--- src/sv/square_wave_note_sequencer_top_defines.svh ---
// Assertion macros shared by the note sequencer RTL.
// Depends on nothing; included by the files that carry assertions.
`ifndef SQUARE_WAVE_NOTE_SEQUENCER_TOP_DEFINES_SVH
`define SQUARE_WAVE_NOTE_SEQUENCER_TOP_DEFINES_SVH

// Same-cycle implication, disabled while in reset
`define SWNS_ASSERT_NOW(lbl, clk, rst_n, ante, cons, msg) \
    lbl: assert property (@(posedge clk) disable iff (!(rst_n)) (ante) |-> (cons)) \
        else $error(msg);

// Next-cycle implication, disabled while in reset
`define SWNS_ASSERT_NEXT(lbl, clk, rst_n, ante, cons, msg) \
    lbl: assert property (@(posedge clk) disable iff (!(rst_n)) (ante) |=> (cons)) \
        else $error(msg);

`endif

--- src/sv/swns_pkg.sv ---
// Types, constants and helper functions of the square-wave note sequencer.
// Depends on nothing; imported by every module of the block.
package swns_pkg;

    // Field and register widths
    localparam int HZ_W    = 28;
    localparam int CPM_W   = 18;
    localparam int GAP_W   = 10;
    localparam int FREQ_W  = 16;
    localparam int DUR_W   = 16;
    localparam int PAT_W   = 4;
    localparam int HALF_W  = HZ_W - 1;
    localparam int CFG_W   = HZ_W;
    localparam int IDX_W   = 2;
    localparam int S_DATA_W = FREQ_W + DUR_W;
    localparam int M_DATA_W = 8;
    localparam int STEP_W  = 5;

    // Register reset values
    localparam logic [HZ_W-1:0]  CLOCK_HZ_RST      = 28'd72000000;
    localparam logic [CPM_W-1:0] CLOCKS_PER_MS_RST = 18'd72000;
    localparam logic [GAP_W-1:0] GAP_MS_RST        = 10'd50;

    // Divider runs one quotient bit per cycle
    localparam logic [STEP_W-1:0] DIV_LAST_STEP = STEP_W'(HZ_W - 1);

    // Pitch band thresholds and patterns
    localparam logic [FREQ_W-1:0] BAND_LOW_HZ  = 16'd300;
    localparam logic [FREQ_W-1:0] BAND_MID_HZ  = 16'd350;
    localparam logic [FREQ_W-1:0] BAND_HIGH_HZ = 16'd400;
    localparam logic [PAT_W-1:0]  PAT_NONE = 4'h0;
    localparam logic [PAT_W-1:0]  PAT_ONE  = 4'h1;
    localparam logic [PAT_W-1:0]  PAT_TWO  = 4'h3;
    localparam logic [PAT_W-1:0]  PAT_THREE = 4'h7;
    localparam logic [PAT_W-1:0]  PAT_ALL  = 4'hF;

    // Configuration register indexes
    typedef enum logic [IDX_W-1:0] {
        REG_CLOCK_HZ      = 2'd0,
        REG_CLOCKS_PER_MS = 2'd1,
        REG_GAP_MS        = 2'd2
    } reg_idx_t;

    // Controller states
    typedef enum logic [2:0] {
        ST_IDLE,
        ST_LOAD,
        ST_FIRST,
        ST_NOTE,
        ST_GAP
    } state_t;

    // Controller to datapath
    typedef struct packed {
        logic start_load;   // latch note, start period division
        logic load_period;  // division done: arm phase and ms timers
        logic note_tick;    // run one tick of a sounding note
        logic gap_tick;     // run one tick of the silent gap
        logic idle_tick;    // emit one idle tick
    } cmd_t;

    // Datapath to controller
    typedef struct packed {
        logic out_free;     // result register can take a beat
        logic note_req;     // input beat carries a playable note
        logic div_done;     // quotient is ready
        logic ms_expire;    // this tick ends the current ms count
        logic gap_zero;     // no gap follows the note
    } status_t;

    function automatic logic [PAT_W-1:0] band_of(input logic [FREQ_W-1:0] f);
        logic [PAT_W-1:0] p;
        if (f == '0)               p = PAT_NONE;
        else if (f < BAND_LOW_HZ)  p = PAT_ONE;
        else if (f < BAND_MID_HZ)  p = PAT_TWO;
        else if (f < BAND_HIGH_HZ) p = PAT_THREE;
        else                       p = PAT_ALL;
        return p;
    endfunction

endpackage

--- src/sv/swns_div.sv ---
// Restoring divider, one quotient bit per cycle, for the tone period.
// Depends on swns_pkg.
module swns_div (
    input  logic                       aclk,
    input  logic                       aresetn,
    input  logic                       start,
    input  logic [swns_pkg::HZ_W-1:0]   dividend,
    input  logic [swns_pkg::FREQ_W-1:0] divisor,
    output logic                       done,
    output logic [swns_pkg::HZ_W-1:0]   quotient
);
    import swns_pkg::*;

    logic                busy_reg, busy_next;
    logic                done_reg, done_next;
    logic [STEP_W-1:0]   step_reg, step_next;
    logic [HZ_W-1:0]     quo_reg, quo_next;
    logic [FREQ_W-1:0]   rem_reg, rem_next;
    logic [FREQ_W-1:0]   dsr_reg, dsr_next;
    logic [FREQ_W:0]     shifted;
    logic [FREQ_W:0]     diff;
    logic                fits;

    // Trial subtract of the next partial remainder
    always_comb begin
        shifted = {rem_reg, quo_reg[HZ_W-1]};
        diff    = shifted - {1'b0, dsr_reg};
        fits    = shifted >= {1'b0, dsr_reg};
    end

    // Step the division
    always_comb begin
        busy_next = busy_reg;
        done_next = 1'b0;
        step_next = step_reg;
        quo_next  = quo_reg;
        rem_next  = rem_reg;
        dsr_next  = dsr_reg;
        if (start) begin
            busy_next = 1'b1;
            step_next = DIV_LAST_STEP;
            quo_next  = dividend;
            rem_next  = '0;
            dsr_next  = divisor;
        end else if (busy_reg) begin
            quo_next = {quo_reg[HZ_W-2:0], fits};
            rem_next = fits ? diff[FREQ_W-1:0] : shifted[FREQ_W-1:0];
            step_next = step_reg - 1'b1;
            if (step_reg == '0) begin
                busy_next = 1'b0;
                done_next = 1'b1;
            end
        end
    end

    always_ff @(posedge aclk) begin
        if (!aresetn) begin
            busy_reg <= 1'b0;
            done_reg <= 1'b0;
        end else begin
            busy_reg <= busy_next;
            done_reg <= done_next;
        end
        step_reg <= step_next;
        quo_reg  <= quo_next;
        rem_reg  <= rem_next;
        dsr_reg  <= dsr_next;
    end

    assign done     = done_reg;
    assign quotient = quo_reg;

endmodule

--- src/sv/swns_datapath.sv ---
// Datapath of the note sequencer: config registers, period divider, phase and
// millisecond counters, result register. Depends on swns_pkg and swns_div.
module swns_datapath (
    input  logic                          aclk,
    input  logic                          aresetn,
    input  logic                          cfg_wr_en,
    input  logic [swns_pkg::IDX_W-1:0]     cfg_index,
    input  logic [swns_pkg::CFG_W-1:0]     cfg_wdata,
    input  logic                          s_tuser,
    input  logic [swns_pkg::S_DATA_W-1:0]  s_tdata,
    output logic                          m_tvalid,
    input  logic                          m_tready,
    output logic [swns_pkg::M_DATA_W-1:0]  m_tdata,
    input  swns_pkg::cmd_t                cmd,
    output swns_pkg::status_t             status
);
    import swns_pkg::*;

    logic [HZ_W-1:0]   clock_hz_reg;
    logic [CPM_W-1:0]  cpm_reg;
    logic [GAP_W-1:0]  gap_reg;
    logic [HZ_W-1:0]   period_reg, period_next;
    logic [HALF_W-1:0] half_reg, half_next;
    logic [HZ_W-1:0]   phase_reg, phase_next;
    logic [CPM_W-1:0]  prescale_reg, prescale_next;
    logic [DUR_W-1:0]  remaining_reg, remaining_next;
    logic [PAT_W-1:0]  pattern_reg, pattern_next;
    logic              freq_zero_reg, freq_zero_next;
    logic              out_valid_reg, out_valid_next;
    logic [M_DATA_W-1:0] out_data_reg, out_data_next;

    logic [FREQ_W-1:0] in_freq;
    logic [DUR_W-1:0]  in_dur;
    logic [HZ_W-1:0]   quotient;
    logic              div_done;
    logic [CPM_W-1:0]  cpm_eff;
    logic              pre_wrap;
    logic              ms_expire;
    logic              phase_wrap;
    logic              tone;
    logic              any_tick;
    logic              timed_tick;

    assign in_freq = s_tdata[FREQ_W-1:0];
    assign in_dur  = s_tdata[S_DATA_W-1:FREQ_W];

    // Write configuration registers
    always_ff @(posedge aclk) begin
        if (!aresetn) begin
            clock_hz_reg <= CLOCK_HZ_RST;
            cpm_reg      <= CLOCKS_PER_MS_RST;
            gap_reg      <= GAP_MS_RST;
        end else if (cfg_wr_en) begin
            unique case (cfg_index)
                REG_CLOCK_HZ:      clock_hz_reg <= cfg_wdata[HZ_W-1:0];
                REG_CLOCKS_PER_MS: cpm_reg      <= cfg_wdata[CPM_W-1:0];
                REG_GAP_MS:        gap_reg      <= cfg_wdata[GAP_W-1:0];
                default: ;
            endcase
        end
    end

    swns_div u_div (
        .aclk     (aclk),
        .aresetn  (aresetn),
        .start    (cmd.start_load),
        .dividend (clock_hz_reg),
        .divisor  (in_freq),
        .done     (div_done),
        .quotient (quotient)
    );

    // Tick conditions: ms timer, phase wrap, tone level
    always_comb begin
        cpm_eff    = (cpm_reg == '0) ? CPM_W'(1) : cpm_reg;
        pre_wrap   = ({1'b0, prescale_reg} + 1'b1) >= {1'b0, cpm_eff};
        ms_expire  = pre_wrap && (remaining_reg <= DUR_W'(1));
        phase_wrap = ({1'b0, phase_reg} + 1'b1) >= {1'b0, period_reg};
        tone       = (period_reg != '0) && (phase_reg >= {1'b0, half_reg});
        timed_tick = cmd.note_tick || cmd.gap_tick;
        any_tick   = timed_tick || cmd.idle_tick;
    end

    // Advance note state
    always_comb begin
        period_next    = period_reg;
        half_next      = half_reg;
        phase_next     = phase_reg;
        prescale_next  = prescale_reg;
        remaining_next = remaining_reg;
        pattern_next   = pattern_reg;
        freq_zero_next = freq_zero_reg;

        if (cmd.start_load) begin
            remaining_next = in_dur;
            pattern_next   = band_of(in_freq);
            freq_zero_next = (in_freq == '0);
        end

        if (cmd.load_period) begin
            period_next   = freq_zero_reg ? '0 : quotient;
            half_next     = freq_zero_reg ? '0 : quotient[HZ_W-1:1];
            phase_next    = '0;
            prescale_next = '0;
        end

        if (cmd.note_tick) begin
            phase_next = phase_wrap ? '0 : phase_reg + 1'b1;
        end

        if (timed_tick) begin
            if (pre_wrap) begin
                prescale_next  = '0;
                remaining_next = (remaining_reg <= DUR_W'(1)) ? '0 : remaining_reg - 1'b1;
            end else begin
                prescale_next = prescale_reg + 1'b1;
            end
            if (ms_expire) begin
                if (cmd.note_tick) begin
                    remaining_next = DUR_W'(gap_reg);
                    prescale_next  = '0;
                    if (gap_reg == '0) begin
                        pattern_next = PAT_NONE;
                    end
                end else begin
                    pattern_next = PAT_NONE;
                end
            end
        end
    end

    // Load the result register; hold it until the beat is taken
    always_comb begin
        out_valid_next = out_valid_reg;
        out_data_next  = out_data_reg;
        if (any_tick) begin
            out_valid_next = 1'b1;
            out_data_next  = {1'b0,
                              (cmd.note_tick && ms_expire && gap_reg == '0) ||
                              (cmd.gap_tick && ms_expire),
                              timed_tick,
                              pattern_reg,
                              cmd.note_tick && tone};
        end else if (m_tready) begin
            out_valid_next = 1'b0;
        end
    end

    always_ff @(posedge aclk) begin
        if (!aresetn) begin
            period_reg    <= '0;
            half_reg      <= '0;
            phase_reg     <= '0;
            prescale_reg  <= '0;
            remaining_reg <= '0;
            pattern_reg   <= PAT_NONE;
            freq_zero_reg <= 1'b0;
            out_valid_reg <= 1'b0;
        end else begin
            period_reg    <= period_next;
            half_reg      <= half_next;
            phase_reg     <= phase_next;
            prescale_reg  <= prescale_next;
            remaining_reg <= remaining_next;
            pattern_reg   <= pattern_next;
            freq_zero_reg <= freq_zero_next;
            out_valid_reg <= out_valid_next;
        end
        out_data_reg <= out_data_next;
    end

    assign m_tvalid = out_valid_reg;
    assign m_tdata  = out_data_reg;

    // Report status to the controller
    always_comb begin
        status.out_free  = !out_valid_reg || m_tready;
        status.note_req  = s_tuser && (in_dur != '0);
        status.div_done  = div_done;
        status.ms_expire = ms_expire;
        status.gap_zero  = (gap_reg == '0);
    end

endmodule

--- src/sv/swns_ctrl.sv ---
// Controller of the note sequencer: play state machine and input handshake.
// Depends on swns_pkg and the shared assertion macros.
`include "square_wave_note_sequencer_top_defines.svh"

module swns_ctrl (
    input  logic              aclk,
    input  logic              aresetn,
    input  logic              s_tvalid,
    output logic              s_tready,
    input  swns_pkg::status_t status,
    output swns_pkg::cmd_t    cmd
);
    import swns_pkg::*;

    state_t state_reg, state_next;
    logic   fire;

    always_ff @(posedge aclk) begin
        if (!aresetn) begin
            state_reg <= ST_IDLE;
        end else begin
            state_reg <= state_next;
        end
    end

    // Take a beat only in states that consume one tick per beat
    always_comb begin
        unique case (state_reg) inside
            ST_IDLE, ST_NOTE, ST_GAP: s_tready = status.out_free;
            default:                  s_tready = 1'b0;
        endcase
    end

    assign fire = s_tvalid && s_tready;

    // Next state
    always_comb begin
        state_next = state_reg;
        unique case (state_reg) inside
            ST_IDLE: begin
                if (fire && status.note_req) state_next = ST_LOAD;
            end
            ST_LOAD: begin
                if (status.div_done) state_next = ST_FIRST;
            end
            ST_FIRST, ST_NOTE: begin
                if ((state_reg == ST_FIRST && status.out_free) || fire) begin
                    if (status.ms_expire) begin
                        state_next = status.gap_zero ? ST_IDLE : ST_GAP;
                    end else begin
                        state_next = ST_NOTE;
                    end
                end
            end
            ST_GAP: begin
                if (fire && status.ms_expire) state_next = ST_IDLE;
            end
            default: state_next = ST_IDLE;
        endcase
    end

    // Commands to the datapath
    always_comb begin
        cmd = '0;
        unique case (state_reg)
            ST_IDLE: begin
                cmd.start_load = fire && status.note_req;
                cmd.idle_tick  = fire && !status.note_req;
            end
            ST_LOAD:  cmd.load_period = status.div_done;
            ST_FIRST: cmd.note_tick   = status.out_free;
            ST_NOTE:  cmd.note_tick   = fire;
            ST_GAP:   cmd.gap_tick    = fire;
            default: ;
        endcase
    end

    `SWNS_ASSERT_NOW(a_no_take_in_load, aclk, aresetn, (state_reg == ST_LOAD || state_reg == ST_FIRST), !s_tready, "beat taken while a note loads")
    `SWNS_ASSERT_NOW(a_one_cmd, aclk, aresetn, 1'b1, $onehot0(cmd), "more than one datapath command")
    `SWNS_ASSERT_NOW(a_div_in_load, aclk, aresetn, status.div_done, state_reg == ST_LOAD, "quotient ready outside of note load")
    `SWNS_ASSERT_NEXT(a_start_to_load, aclk, aresetn, cmd.start_load, state_reg == ST_LOAD, "note start did not enter load")

endmodule

--- src/sv/square_wave_note_sequencer_top.sv ---
// Square-wave note sequencer, top level: controller plus datapath.
// Depends on swns_pkg, swns_ctrl and swns_datapath.
//
// Each input beat is one tick of a tone generator and yields one result beat.
// A tick's result is registered as its beat is taken, except the tick
// that starts a note: its tone period (clock_hz / frequency) comes from a
// restoring divider that makes one quotient bit per cycle, so that tick's
// result follows the divider's 28 steps, the load state and the first-tick
// state, and no beat is taken meanwhile. A note beat is acted on only while idle;
// a zero duration is ignored. Configuration writes belong to idle periods.
module square_wave_note_sequencer_top (
    input  logic                          aclk,
    input  logic                          aresetn,
    input  logic                          cfg_wr_en,
    input  logic [swns_pkg::IDX_W-1:0]     cfg_index,
    input  logic [swns_pkg::CFG_W-1:0]     cfg_wdata,
    input  logic                          s_tvalid,
    output logic                          s_tready,
    input  logic [swns_pkg::S_DATA_W-1:0]  s_tdata,   // [15:0] frequency, [31:16] duration
    input  logic                          s_tuser,   // [0] note_valid
    output logic                          m_tvalid,
    input  logic                          m_tready,
    output logic [swns_pkg::M_DATA_W-1:0]  m_tdata    // [0] tone_out, [4:1] level_pattern,
                                                      // [5] busy_res, [6] note_done, [7] zero
);
    import swns_pkg::*;

    cmd_t    cmd;
    status_t status;

    swns_ctrl u_ctrl (
        .aclk     (aclk),
        .aresetn  (aresetn),
        .s_tvalid (s_tvalid),
        .s_tready (s_tready),
        .status   (status),
        .cmd      (cmd)
    );

    swns_datapath u_datapath (
        .aclk      (aclk),
        .aresetn   (aresetn),
        .cfg_wr_en (cfg_wr_en),
        .cfg_index (cfg_index),
        .cfg_wdata (cfg_wdata),
        .s_tuser   (s_tuser),
        .s_tdata   (s_tdata),
        .m_tvalid  (m_tvalid),
        .m_tready  (m_tready),
        .m_tdata   (m_tdata),
        .cmd       (cmd),
        .status    (status)
    );

endmodule
--- config.mk ---
export PLATFORM = sky130hd
export DESIGN_NAME = square_wave_note_sequencer_top
export DESIGN_NICKNAME = d
export VERILOG_FILES = /design/src/sv/swns_pkg.sv /design/src/sv/swns_div.sv /design/src/sv/swns_datapath.sv /design/src/sv/swns_ctrl.sv /design/src/sv/square_wave_note_sequencer_top.sv
export VERILOG_INCLUDE_DIRS = /design/src /design/src/sv
export SDC_FILE = /design/constraint.sdc
export NUM_CORES = 1
export LEC_CHECK = 0
export ABC_AREA = 1
export BUFFER_PORTS_ARGS = -buffer_cell sky130_fd_sc_hd__buf_4
export CORE_AREA = 2 2 158 160
export DETAILED_ROUTE_END_ITERATION = 6
export DIE_AREA = 0 0 160 162
export PLACE_DENSITY = 0.82
export REMOVE_ABC_BUFFERS = 1
export SYNTH_ARGS = -nofsm -noshare
export SYNTH_HDL_FRONTEND = slang
export SYNTH_SLANG_ARGS = --single-unit
--- constraint.sdc ---
create_clock -name aclk -period 2.7 [get_ports aclk]
set_input_delay 0.54 -clock aclk [delete_from_list [all_inputs] [get_ports aclk]]
set_output_delay 0.54 -clock aclk [all_outputs]
set_load 0.02 [all_outputs]
---- Word level (Yosys, flattened, before mapping) ----
Cells that the tools add are included.
W data, S select, Z words.
word-level totals
  memories ................................ 0
  flip-flop bits (word level) ............. 256
  latch bits .............................. 0
  bits of input ports ..................... 68
  ROM bits ................................ 0
  logic and storage cells ................. 132
  RAM bits ................................ 0
cells by class
  bitwise operators ....................... 2
  eq/ne operators ......................... 10
  reduce and logical (&&, ||, !) cells .... 38
  multipliers ............................. 0
  divide/modulo/power cells ............... 0
  shift operators ......................... 0
  magnitude comparators ................... 8
  $add $sub $neg .......................... 7
  mux-type cells .......................... 48
operators by type and width
  kind                     number
  $mux W28                 6
  $mux W16                 7
  $mux W18                 6
  $lt A16 B9 Y1 const B    3
  $mux W4                  9
  $add A28 B1 Y29 const B  1
  $ge A29 B28 Y1           1
  $add A28 B1 Y28 const B  1
  $ge A28 B27 Y1           1
  $reduce_bool A28 Y1      1
  $mux W27                 1
  $add A18 B1 Y19 const B  1
  $ge A19 B18 Y1           1
  $add A18 B1 Y18 const B  1
  $logic_not A18 Y1        1
  $mux W3                  6
  $ge A17 B16 Y1           1
  $le A16 B1 Y1 const B    1
  $logic_not A16 Y1        1
  $reduce_bool A16 Y1      1
  $sub A16 B1 Y16 const B  1
  $sub A16 B16 Y16         1
  $logic_and A1 B1 Y1      12
  $pmux W3 S4              1
  other kinds (22)         47

---- Logic depth before layout (Yosys ltp) ----
Gate-level depths: netlist of run 1.
  word-level depth ........................ 11
  gate-level depth with buffers ........... 24
  depth with buffers taken out ............ 24

---- Hierarchy ----
A second synthesis of run 1 with hierarchy kept.
second synthesis, totals
  cell total of the unflattened synthesis .. 2036
  area total of the unflattened synthesis .. 14282.4 um^2
by module, submodules not included
  module         instances  area each (um^2)  sequential area each (um^2)  cells each
  swns_datapath  1          10203.5           3253.1                       1503
  swns_div       1          3768.6            1781.7                       479
  swns_ctrl      1          310.3             60.1                         54

---- Least setup slack after synthesis of run 1 ----
No wires, ideal clock.
  kind .................................... reg2reg
  start point ............................. register u_datapath.phase_reg[0]
  end point ............................... register u_datapath.phase_reg[24]
  cell stages (with the launch flop) ...... 20
  slack ................................... -0.258 ns
  arrival time ............................ 2.825 ns
  setup time .............................. 0.132 ns
  clock period less this slack ............ 2.958 ns
  buffers on the path ..................... 1
  cells stage by stage .................... dfxtp_1 -> ha_1 -> nand2_1 -> inv_1 -> nand3_1 -> nor2_1 -> nand3_1 -> inv_1 -> nand2_1 -> xor2_1 -> inv_1 -> ha_1 -> nand4_1 -> nor4_1 -> nand3_1 -> o21bai_1 -> a21oi_4 -> buf_6 -> nand3_1 -> a21oi_1
on the way
  cells in the longest elaborated chain, start to end .. 4
  elaborated cells on any way between the ends .. 5
  those cells by class .................... 2 x add/sub; 1 x order compare; 2 x mux
ends and longest elaborated chain
  element                   line                  RTL
  start: declaration        swns_datapath.sv:24   logic [HZ_W-1:0] phase_reg, phase_next;
  start signal: assignment  swns_datapath.sv:162  phase_reg <= phase_next;
  $add A28 B1 Y29           swns_datapath.sv:78   phase_wrap = ({1'b0, phase_reg} + 1'b1) >= {1'b0, period_reg};
  $ge A29 B28 Y1            swns_datapath.sv:78
  $mux W28 *                swns_datapath.sv:108  phase_next = phase_wrap ? '0 : phase_reg + 1'b1;
  $mux W28 *                swns_datapath.sv:107  if (cmd.note_tick) begin
Every way passes the cells marked *; elsewhere a longest branch is shown, timed or not.
A chain may end at the register's enable or synchronous reset.

---- Worst setup path in the final report of run 1 ----
  start point ............................. register u_datapath.phase_reg[1]
  end point ............................... register u_datapath.phase_reg[17]
The elaborated chain is that of the path after synthesis.

==> impl.org, run 1 <==
** Timing
- Final critical-path setup slack :: -529 ps
- Derived from the worst setup path, the maximum achievable clock frequency is 310 MHz.
- Measured against its own limit, the worst slew margin works out to a little under two fifths.
- Largest clock skew in the final design :: about 13 ps
- The count of pins over their slew limit was 0.
- The number of hold violations in the final report was 0.
- At the pin with the least slew margin, the transition time is around 930 ps.
- Subtracting the final worst setup slack from the clock period gives 3230 ps.
- Number of endpoints failing setup at the final stage :: 70
- Share of the cycle needed by the critical path after routing :: 120%
- Setup repair after global routing missed its margin :: true
- After routing, the total negative slack on setup checks comes to -23,440 ps.
- Hold timing on the final database bottoms out at a slack of 191 ps.

** Place
- Counting tap cells, the placed design contains a total of 2,328 instances.
- Worst slack at placement :: -636 ps
- In this run the cell area measured after placement is between 0.015 and 0.02 sq mm.
- Summed over all nets, the half-perimeter wirelength after detailed placement is ~27,000 um.
- Port buffer count :: 76
- Routability Congestion :: 0.993

** CTS
- Total clock buffers created by CTS :: 25
- Clock tree from TritonCTS :: yes
- After clock tree synthesis, the clock-pin slew on the worst setup and hold paths is about 70 ps.
- Clock latency at the later pin of the worst-skew pair :: about 540 ps
- The clock passes through at most 3 buffers.
- The clock net in this run drives a total of ~230 sinks.
- The root buffer cell chosen for the clock tree is sky130_fd_sc_hd__clkbuf_16.
- Number of levels in the clock H-tree :: 1

** Cells and area
- Diode insertion count for antenna repair :: 0
- Fraction of final layout cells sized beyond drive strength 1 :: a little under a quarter
- Cells fill approximately 72% of the core in the end.
- The multi-input combinational cells in the finished layout cover a total of between 0.008 and 0.009 sq mm.
- Fill count :: around 1,800
- Most common cell after layout, fill and taps aside :: sky130_fd_sc_hd__nand2_1
- Final non-filler cell area :: about 0.017 sq mm
- After the flow finishes, the layout carries non-filler instances totaling between 2,000 and 2,500.
- Summing all flip-flop and latch instances after layout gives 0.00512 sq mm.
- From synthesis to final layout, the design area changed by 29.1%.
- The top cell types in the final layout, fill and taps aside, are 432 x sky130_fd_sc_hd__nand2_1, 233 x sky130_fd_sc_hd__buf_4, 199 x sky130_fd_sc_hd__inv_1.
- At the end of the flow, the number of nets in the layout was roughly 2,200.

** Floorplanning
- Core area :: 0.0241 sq mm
- Number of placed I/O pins :: 78
- Effective utilization at floorplan :: approximately 56%
- From left edge to right edge, the die measures between 150 and 200 um.
- After floorplanning, the core was divided into 57 placement rows.
- Area enclosed by the die boundary :: between 0.02 and 0.03 sq mm
- Die Span Y :: roughly 160 um

** Setup path
- CP required :: between 3000 and 4000 ps
- Crit-path max FO :: 6
- WS Path Type :: reg2reg
- STA classifies the critical path endpoint as a register.
- STA classifies the critical path startpoint as a register.
- STA puts the critical path data arrival time at around 3600 ps.

** Detailed routing
- DR WL/cell :: between 15 and 20 um
- Before antenna repair, the detailed router went through 6 iterations.
- For this run, design rule violations remaining after detail routing come to 0.
- Overall routed net length :: between 40,000 and 50,000 um
- DRC violation total after the first TritonRoute iteration :: about 1,500
- Via/cell ratio :: between 5 and 6
- Routed Antenna Nets :: 0
- Total via count after detailed routing :: 14,000

** Synth
- Simple logic cell fraction of the synthesized area :: 27.4%
- Post-synth ARST share :: 0%
- After synthesis the cells add up to about 0.013 sq mm.
- The synthesized netlist devotes under 10% of its cell area to adder and majority cells.
- Synthesis inferred about 230 register bits.
- During synthesis, Yosys emitted a total of 0 warnings.
- Netlist cell types :: 55
- Yosys mapped a number of flops with a built-in enable equal to about 50.
- Parity-gate share of the synthesized area counting xor and xnor cells :: 3.52%
- Mean area per synthesized cell :: roughly 7.3 sq um
- The synthesized netlist devotes approximately 14% of its cell area to compound gates.
- Cells after synthesis :: 1,854
- Summing the sequential cell areas from Yosys gives ~38% of the chip area.
- Ys flop type :: sky130_fd_sc_hd__dfxtp_1
- By area, the combinational part of the netlist is dominated by simple AND/OR/NAND/NOR gates.
- Multiplexer share of the synthesized area :: 0%

** Pwr
- Summing internal, switching and leakage power gives 10.9 mW.
- Standby leakage power :: 7.76 nW
- Worst voltage drop across the vdd grid :: between 0.5 and 0.6 mV
- Dividing total power by cell area gives a power density of ~630 mW/mm^2.

** Global route
- GRT Total Usage :: approximately 29%
- Largest net degree at the start of global routing :: 61
- Total congestion overflow after global routing :: 0
- Number of global-route vias before repair :: between 10,000 and 15,000
- Initial antenna violation count :: 0
- Global-route wire length before repair :: about 63,000 um

** Run status
- The checks that failed: negative setup slack.
- Result of the run :: finished, violations left

** Flow run
- Across the run, the number of max-cap violations was 0.

** Min path
- The worst hold path belongs to the class in2reg.
-- timing repair --
| action | 4_1_cts | 5_1_grt |
|---|---|---|
| setup endpoints to repair | 70 | 70 |
| buffers inserted | 18 | 16 |
| gates cloned | 3 | 7 |
| resized for setup | 86 | 152 |
| pin swaps | 22 | 49 |
| hold buffers | 0 | 0 |
| endpoints found under the hold margin | 0 | 0 |
-- path summary, 6_finish.rpt --
| kind | start | end | slack (ps) | cells past startpoint |
|---|---|---|---|---|
| min reg2reg | u_datapath.pattern_reg[3] | u_datapath.m_tdata[4] | 440 | 0 |
| max | u_datapath.phase_reg[1] | u_datapath.phase_reg[17] | -530 | 17 |
| min | s_tdata[14] | u_datapath.u_div.dsr_reg[14] | 190 | 1 |
| max reg2reg | u_datapath.phase_reg[1] | u_datapath.phase_reg[17] | -530 | 17 |
-- layout make-up --
type / instances / share of cell area, %
multi-input combinational: 1343 / 46.9
sequential: 229 / 29.5
timing repair buffer: 255 / 12.0
inverter: 219 / 4.76
clock buffer: 31 / 3.73
tap: 324 / 2.33
clock inverter: 15 / 0.785
-- cells in the mapped netlist, types with 3 or more instances --
cell | n | area (sq um)
sky130_fd_sc_hd__buf_4 | 5 | 37.5
sky130_fd_sc_hd__ha_1 | 94 | 1180
sky130_fd_sc_hd__nor2_2 | 4 | 25.0
sky130_fd_sc_hd__buf_6 | 3 | 33.8
sky130_fd_sc_hd__nand4_1 | 35 | 219
sky130_fd_sc_hd__a21oi_2 | 7 | 61.3
sky130_fd_sc_hd__clkbuf_1 | 41 | 154
sky130_fd_sc_hd__o21bai_1 | 4 | 30.0
sky130_fd_sc_hd__nand2_2 | 3 | 18.8
sky130_fd_sc_hd__nand3b_1 | 15 | 113
sky130_fd_sc_hd__nor4_1 | 15 | 93.8
sky130_fd_sc_hd__a21oi_1 | 149 | 746
sky130_fd_sc_hd__nand2_1 | 458 | 1720
sky130_fd_sc_hd__o21ai_0 | 91 | 455
sky130_fd_sc_hd__inv_2 | 7 | 26.3
sky130_fd_sc_hd__o21ai_1 | 7 | 35.0
sky130_fd_sc_hd__nor2_1 | 181 | 679
sky130_fd_sc_hd__a211oi_1 | 29 | 218
sky130_fd_sc_hd__edfxtp_1 | 51 | 1530
sky130_fd_sc_hd__nand3_1 | 111 | 556
sky130_fd_sc_hd__xnor2_1 | 15 | 131
sky130_fd_sc_hd__dfxtp_1 | 178 | 3560
sky130_fd_sc_hd__inv_1 | 209 | 785
sky130_fd_sc_hd__o211ai_1 | 9 | 67.6
sky130_fd_sc_hd__nor3_1 | 33 | 165
sky130_fd_sc_hd__buf_2 | 18 | 90.1
sky130_fd_sc_hd__xor2_1 | 39 | 342
sky130_fd_sc_hd__a31oi_1 | 4 | 25.0
sky130_fd_sc_hd__o31ai_1 | 3 | 22.5
sky130_fd_sc_hd__a21o_1 | 4 | 30.0
-- metal layers --
layer	vias up	global-route usage, %	wire, um
li1	6582	-	-
met1	6515	36.4	16700
met2	726	50.7	20000
met3	209	3.52	3130
met4	0	13.2	2150
met5	-	0	0
-- cells by family (layout without fill, tap and decap cells) --
kind of cell	count (synthesis)	count (layout)
compound gates	323	324
xor+xnor	54	54
fa+ha+maj	95	95
buf+inv	287	520
flops	229	229
other cells	1	1
simple gates	865	869
-- where the power goes --
part,internal [mW],total [mW],switching [mW]
Sequential,4.05,4.31,0.260
Clock,1.90,3.34,1.43
Combinational,1.08,3.24,2.16
-- critical path, cell delays in order (launching register included) --
cell	delay, ps
sky130_fd_sc_hd__dfxtp_2	350
sky130_fd_sc_hd__buf_4	150
sky130_fd_sc_hd__nand3_4	100
sky130_fd_sc_hd__nor2_4	150
sky130_fd_sc_hd__buf_4	150
sky130_fd_sc_hd__nand3_2	120
sky130_fd_sc_hd__nor2_1	240
sky130_fd_sc_hd__xor2_1	270
sky130_fd_sc_hd__inv_1	130
sky130_fd_sc_hd__ha_1	320
sky130_fd_sc_hd__nand2_1	110
sky130_fd_sc_hd__nor2_1	270
sky130_fd_sc_hd__nand3_4	120
sky130_fd_sc_hd__o21bai_4	210
sky130_fd_sc_hd__a21oi_4	100
sky130_fd_sc_hd__buf_6	170
sky130_fd_sc_hd__nand3b_1	100
sky130_fd_sc_hd__a21oi_2	50
Note: power is estimated with default switching activity, not from simulation.
==> run 2: changes to the inputs <==
RECOVER_POWER = 25   (was default)
==> impl.org, run 2 (synthesis results as in run 1) <==
** Place
- The placed wire-length estimate after detailed placement is 26,700 um (unchanged).
- Cell count after placement :: 2,328 (unchanged)
- Routability Congestion :: 0.993 (unchanged)
- The worst-case setup slack after placement is -636 ps (unchanged).
- Port buffer count :: 76 (unchanged)

** Timing
- The number of hold violations in the final report came to 0 (unchanged).
- Number of endpoints failing setup at the final stage :: 70 (unchanged)
- The count of pins over their slew limit came to 0 (unchanged).
- The maximum clock rate is 313 MHz (was 310 MHz).
- Largest clock skew in the final design :: 12.5 ps (was 13.1 ps)
- The final-layout setup total negative slack is -22,830 ps (was -23,440 ps).
- The final worst-path setup slack came to -498 ps (was -529 ps).
- The pin slew with the least headroom to its limit was 949 ps (was 933 ps).
- Setup repair after global routing missed its margin :: true (unchanged)
- The worst relative slew slack came to 36.7% (was 37.7%).
- The final worst-path cycle share came to 118% (was 120%).
- The final period demand of the worst path is 3200 ps (was 3230 ps).

** Floorplanning
- Number of placed I/O pins :: 78 (unchanged)
- Effective utilization at floorplan :: 55.8% (unchanged)
- The overall die area was 0.0259 sq mm (unchanged).
- Row cnt :: 57 (unchanged)
- DIE WIDTH :: 160 um (unchanged)
- The height of the die is 162 um (unchanged).
- Core area :: 0.0241 sq mm (unchanged)

** Detailed routing
- Number of search-and-repair iterations in the first detailed-routing pass :: 7 (was 6)
- DRC violation total after the first TritonRoute iteration :: 1,394 (was 1,479)
- The via density per instance came to 5.82 (was 5.81).
- Routed Antenna Nets :: 0 (unchanged)
- The average wire length per cell after detail routing came to 17.3 um (was 17.4 um).
- Total via count after detailed routing :: 14,100 (was 14,000)
- Overall routed net length :: 41,900 um (was 42,000 um)
- The number of remaining DRC errors was 0 (unchanged).

** CTS
- The post-CTS clock slew at the launch and capture registers of the worst setup and hold paths came to 60 ps (was 70 ps).
- Sink Count :: 229 (unchanged)
- Cell at the root of the clock tree :: sky130_fd_sc_hd__clkbuf_16 (unchanged)
- The later-pin clock latency in the skew report is 530 ps (was 540 ps).
- The total number of H-tree levels was 1 (unchanged).
- Total clock buffers created by CTS :: 25 (unchanged)
- Clock tree from TritonCTS :: yes (unchanged)
- Hold_buf cts :: 0 (unchanged)
- The number of buffers on the longest clock path is 3 (unchanged).

** Pwr
- Worst voltage drop across the vdd grid :: 0.556 mV (was 0.559 mV)
- The total power density per cell area is 628 mW/mm^2 (was 627 mW/mm^2).
- The total leakage power came to 7.70 nW (was 7.76 nW).

** Run status
- Violated checks: negative setup slack (unchanged).
- Result of the run: finished, violations left (unchanged).

** Cells and area
- Commonest cells after routing, fill and taps aside: 432 x sky130_fd_sc_hd__nand2_1, 214 x sky130_fd_sc_hd__buf_4, 200 x sky130_fd_sc_hd__inv_1 (was 432 x sky130_fd_sc_hd__nand2_1, 233 x sky130_fd_sc_hd__buf_4, 199 x sky130_fd_sc_hd__inv_1).
- The layout-stage area growth over the synthesis result came to 28.6% (was 29.1%).
- Fraction of final layout cells sized beyond drive strength 1 :: 23.1% (was 24.0%)
- The total number of nets in the final design was 2,236 (unchanged).
- Diode insertion count for antenna repair :: 0 (unchanged)
- Most common cell after layout, fill and taps aside :: sky130_fd_sc_hd__nand2_1 (unchanged)
- Final instance count without filler cells :: 2,416 (unchanged)

** Min path
- Hold path cells :: 3 (was 1)
- The path type of the worst min-delay path was in2reg (unchanged).
- The source of the worst hold timing path is cfg_wdata[19] (was s_tdata[14]).
- Endpoint, Worst Hold :: u_datapath.clock_hz_reg[19] (was u_datapath.u_div.dsr_reg[14])

** Global route
- GRT Total Usage :: 29.1% (unchanged)
- The number of antenna violations at the first check in global routing was 0 (unchanged).
- Total congestion overflow after global routing :: 0 (unchanged)
- Number of global-route vias before repair :: 13,300 (unchanged)
- Largest net degree at the start of global routing :: 61 (unchanged)
- The global-route wire length before repair came to 62,800 um (unchanged).

** Setup path
- Capture point of the worst reg-to-reg path :: u_datapath.phase_reg[7] (was u_datapath.phase_reg[17])
- CP required :: 3100 ps (was 3120 ps)
- The startpoint of the most critical register-to-register path was u_datapath.phase_reg[1] (unchanged).
- R2r setup slk :: -500 ps (was -530 ps)
- The nature of the critical path endpoint was a register (unchanged).
- Worst-case reg-to-reg path depth :: 17 (unchanged)
- WS Path Type :: reg2reg (unchanged)
- The critical path launch point type is a register (unchanged).
- Crit path arrival time :: 3600 ps (was 3640 ps)
- The maximum net fanout on the critical path was 5 (was 6).

** Flow run
- The max-capacitance violation count came to 0 (unchanged).
run 2: cell count changes in the layout (fill, tap and decap cells not counted):
cell | previous run | this run
sky130_fd_sc_hd__clkbuf_1 | 6 | 22
sky130_fd_sc_hd__clkbuf_4 | 0 | 3
sky130_fd_sc_hd__buf_4 | 233 | 214
sky130_fd_sc_hd__inv_1 | 199 | 200
sky130_fd_sc_hd__nor3_1 | 24 | 25
sky130_fd_sc_hd__nor3_2 | 8 | 7
sky130_fd_sc_hd__inv_2 | 17 | 16
run 2: final cells by class:
type	count	area, sq um
well taps	324	405
fillers	1810	6800
clock inverters	15	136
flip-flops and latches	229	5120
repair buffers	255	2030
clock buffers	31	648
multi-input cells	1343	8140
inverters	219	827
run 2: worst max path at each step:
| stage | startpoint | endpoint | slack, ps | cells past startpoint |
|---|---|---|---|---|
| after detailed placement | u_datapath.phase_reg[0] | u_datapath.phase_reg[4] | -640 | 20 |
| final | u_datapath.phase_reg[1] | u_datapath.phase_reg[7] | -500 | 17 |
| after floorplan | m_tready | u_datapath.u_div.step_reg[1] | -1070 | 8 |
| after global routing | u_datapath.phase_reg[8] | u_datapath.phase_reg[17] | -620 | 16 |
| after global placement | u_datapath.prescale_reg[0] | u_datapath.pattern_reg[2] | -510 | 20 |
| after CTS | u_datapath.prescale_reg[1] | u_datapath.pattern_reg[0] | -230 | 22 |
run 2: repair_timing:
action                                  CTS  global route
pin swaps                                22            49
endpoints found under the setup margin   70            70
hold endpoints to repair                  0             0
resized for setup                        86           152
gates cloned                              3             7
buffers inserted                         18            16
run 2: layer usage:
metal  wire length (um)  global-route usage [%]
met5                  0                       0
met4               2190                    13.2
met3               3290                    3.52
met2              19900                    50.7
met1              16600                    36.4
run 2: report_power, final:
part | leakage [nW] | switching (mW) | internal, mW
logic | 5.40 | 2.15 | 1.07
registers | 1.93 | 0.260 | 4.05
clock network | 0.379 | 1.43 | 1.90
total | 7.70 | 3.85 | 7.02
run 2: through the flow:
step	total power, mW	utilization [%]	instance area (sq um)	hold WS (ps)
after floorplan	6.32	-	13100	409
after global placement	7.24	63.1	15200	412
after detailed placement	7.31	63.1	15200	428
after CTS	10.7	68.5	16500	180
after global routing	11.4	71.8	17300	201
final	10.9	71.8	17300	213
run 2: worst max-delay path, cell delays in order (launching register included):
cell                       delay, ps
sky130_fd_sc_hd__dfxtp_2         350
sky130_fd_sc_hd__buf_4           150
sky130_fd_sc_hd__nand3_4         100
sky130_fd_sc_hd__nor2_4          140
sky130_fd_sc_hd__buf_4           150
sky130_fd_sc_hd__nand3_2         120
sky130_fd_sc_hd__nor2_1          240
sky130_fd_sc_hd__xor2_1          250
sky130_fd_sc_hd__inv_1           130
sky130_fd_sc_hd__ha_1            320
sky130_fd_sc_hd__nand2_1         110
sky130_fd_sc_hd__nor2_1          260
sky130_fd_sc_hd__nand3_4         120
sky130_fd_sc_hd__o21bai_4        210
sky130_fd_sc_hd__a21oi_4         110
sky130_fd_sc_hd__buf_6           160
sky130_fd_sc_hd__nand3b_1         90
sky130_fd_sc_hd__a21oi_1          60
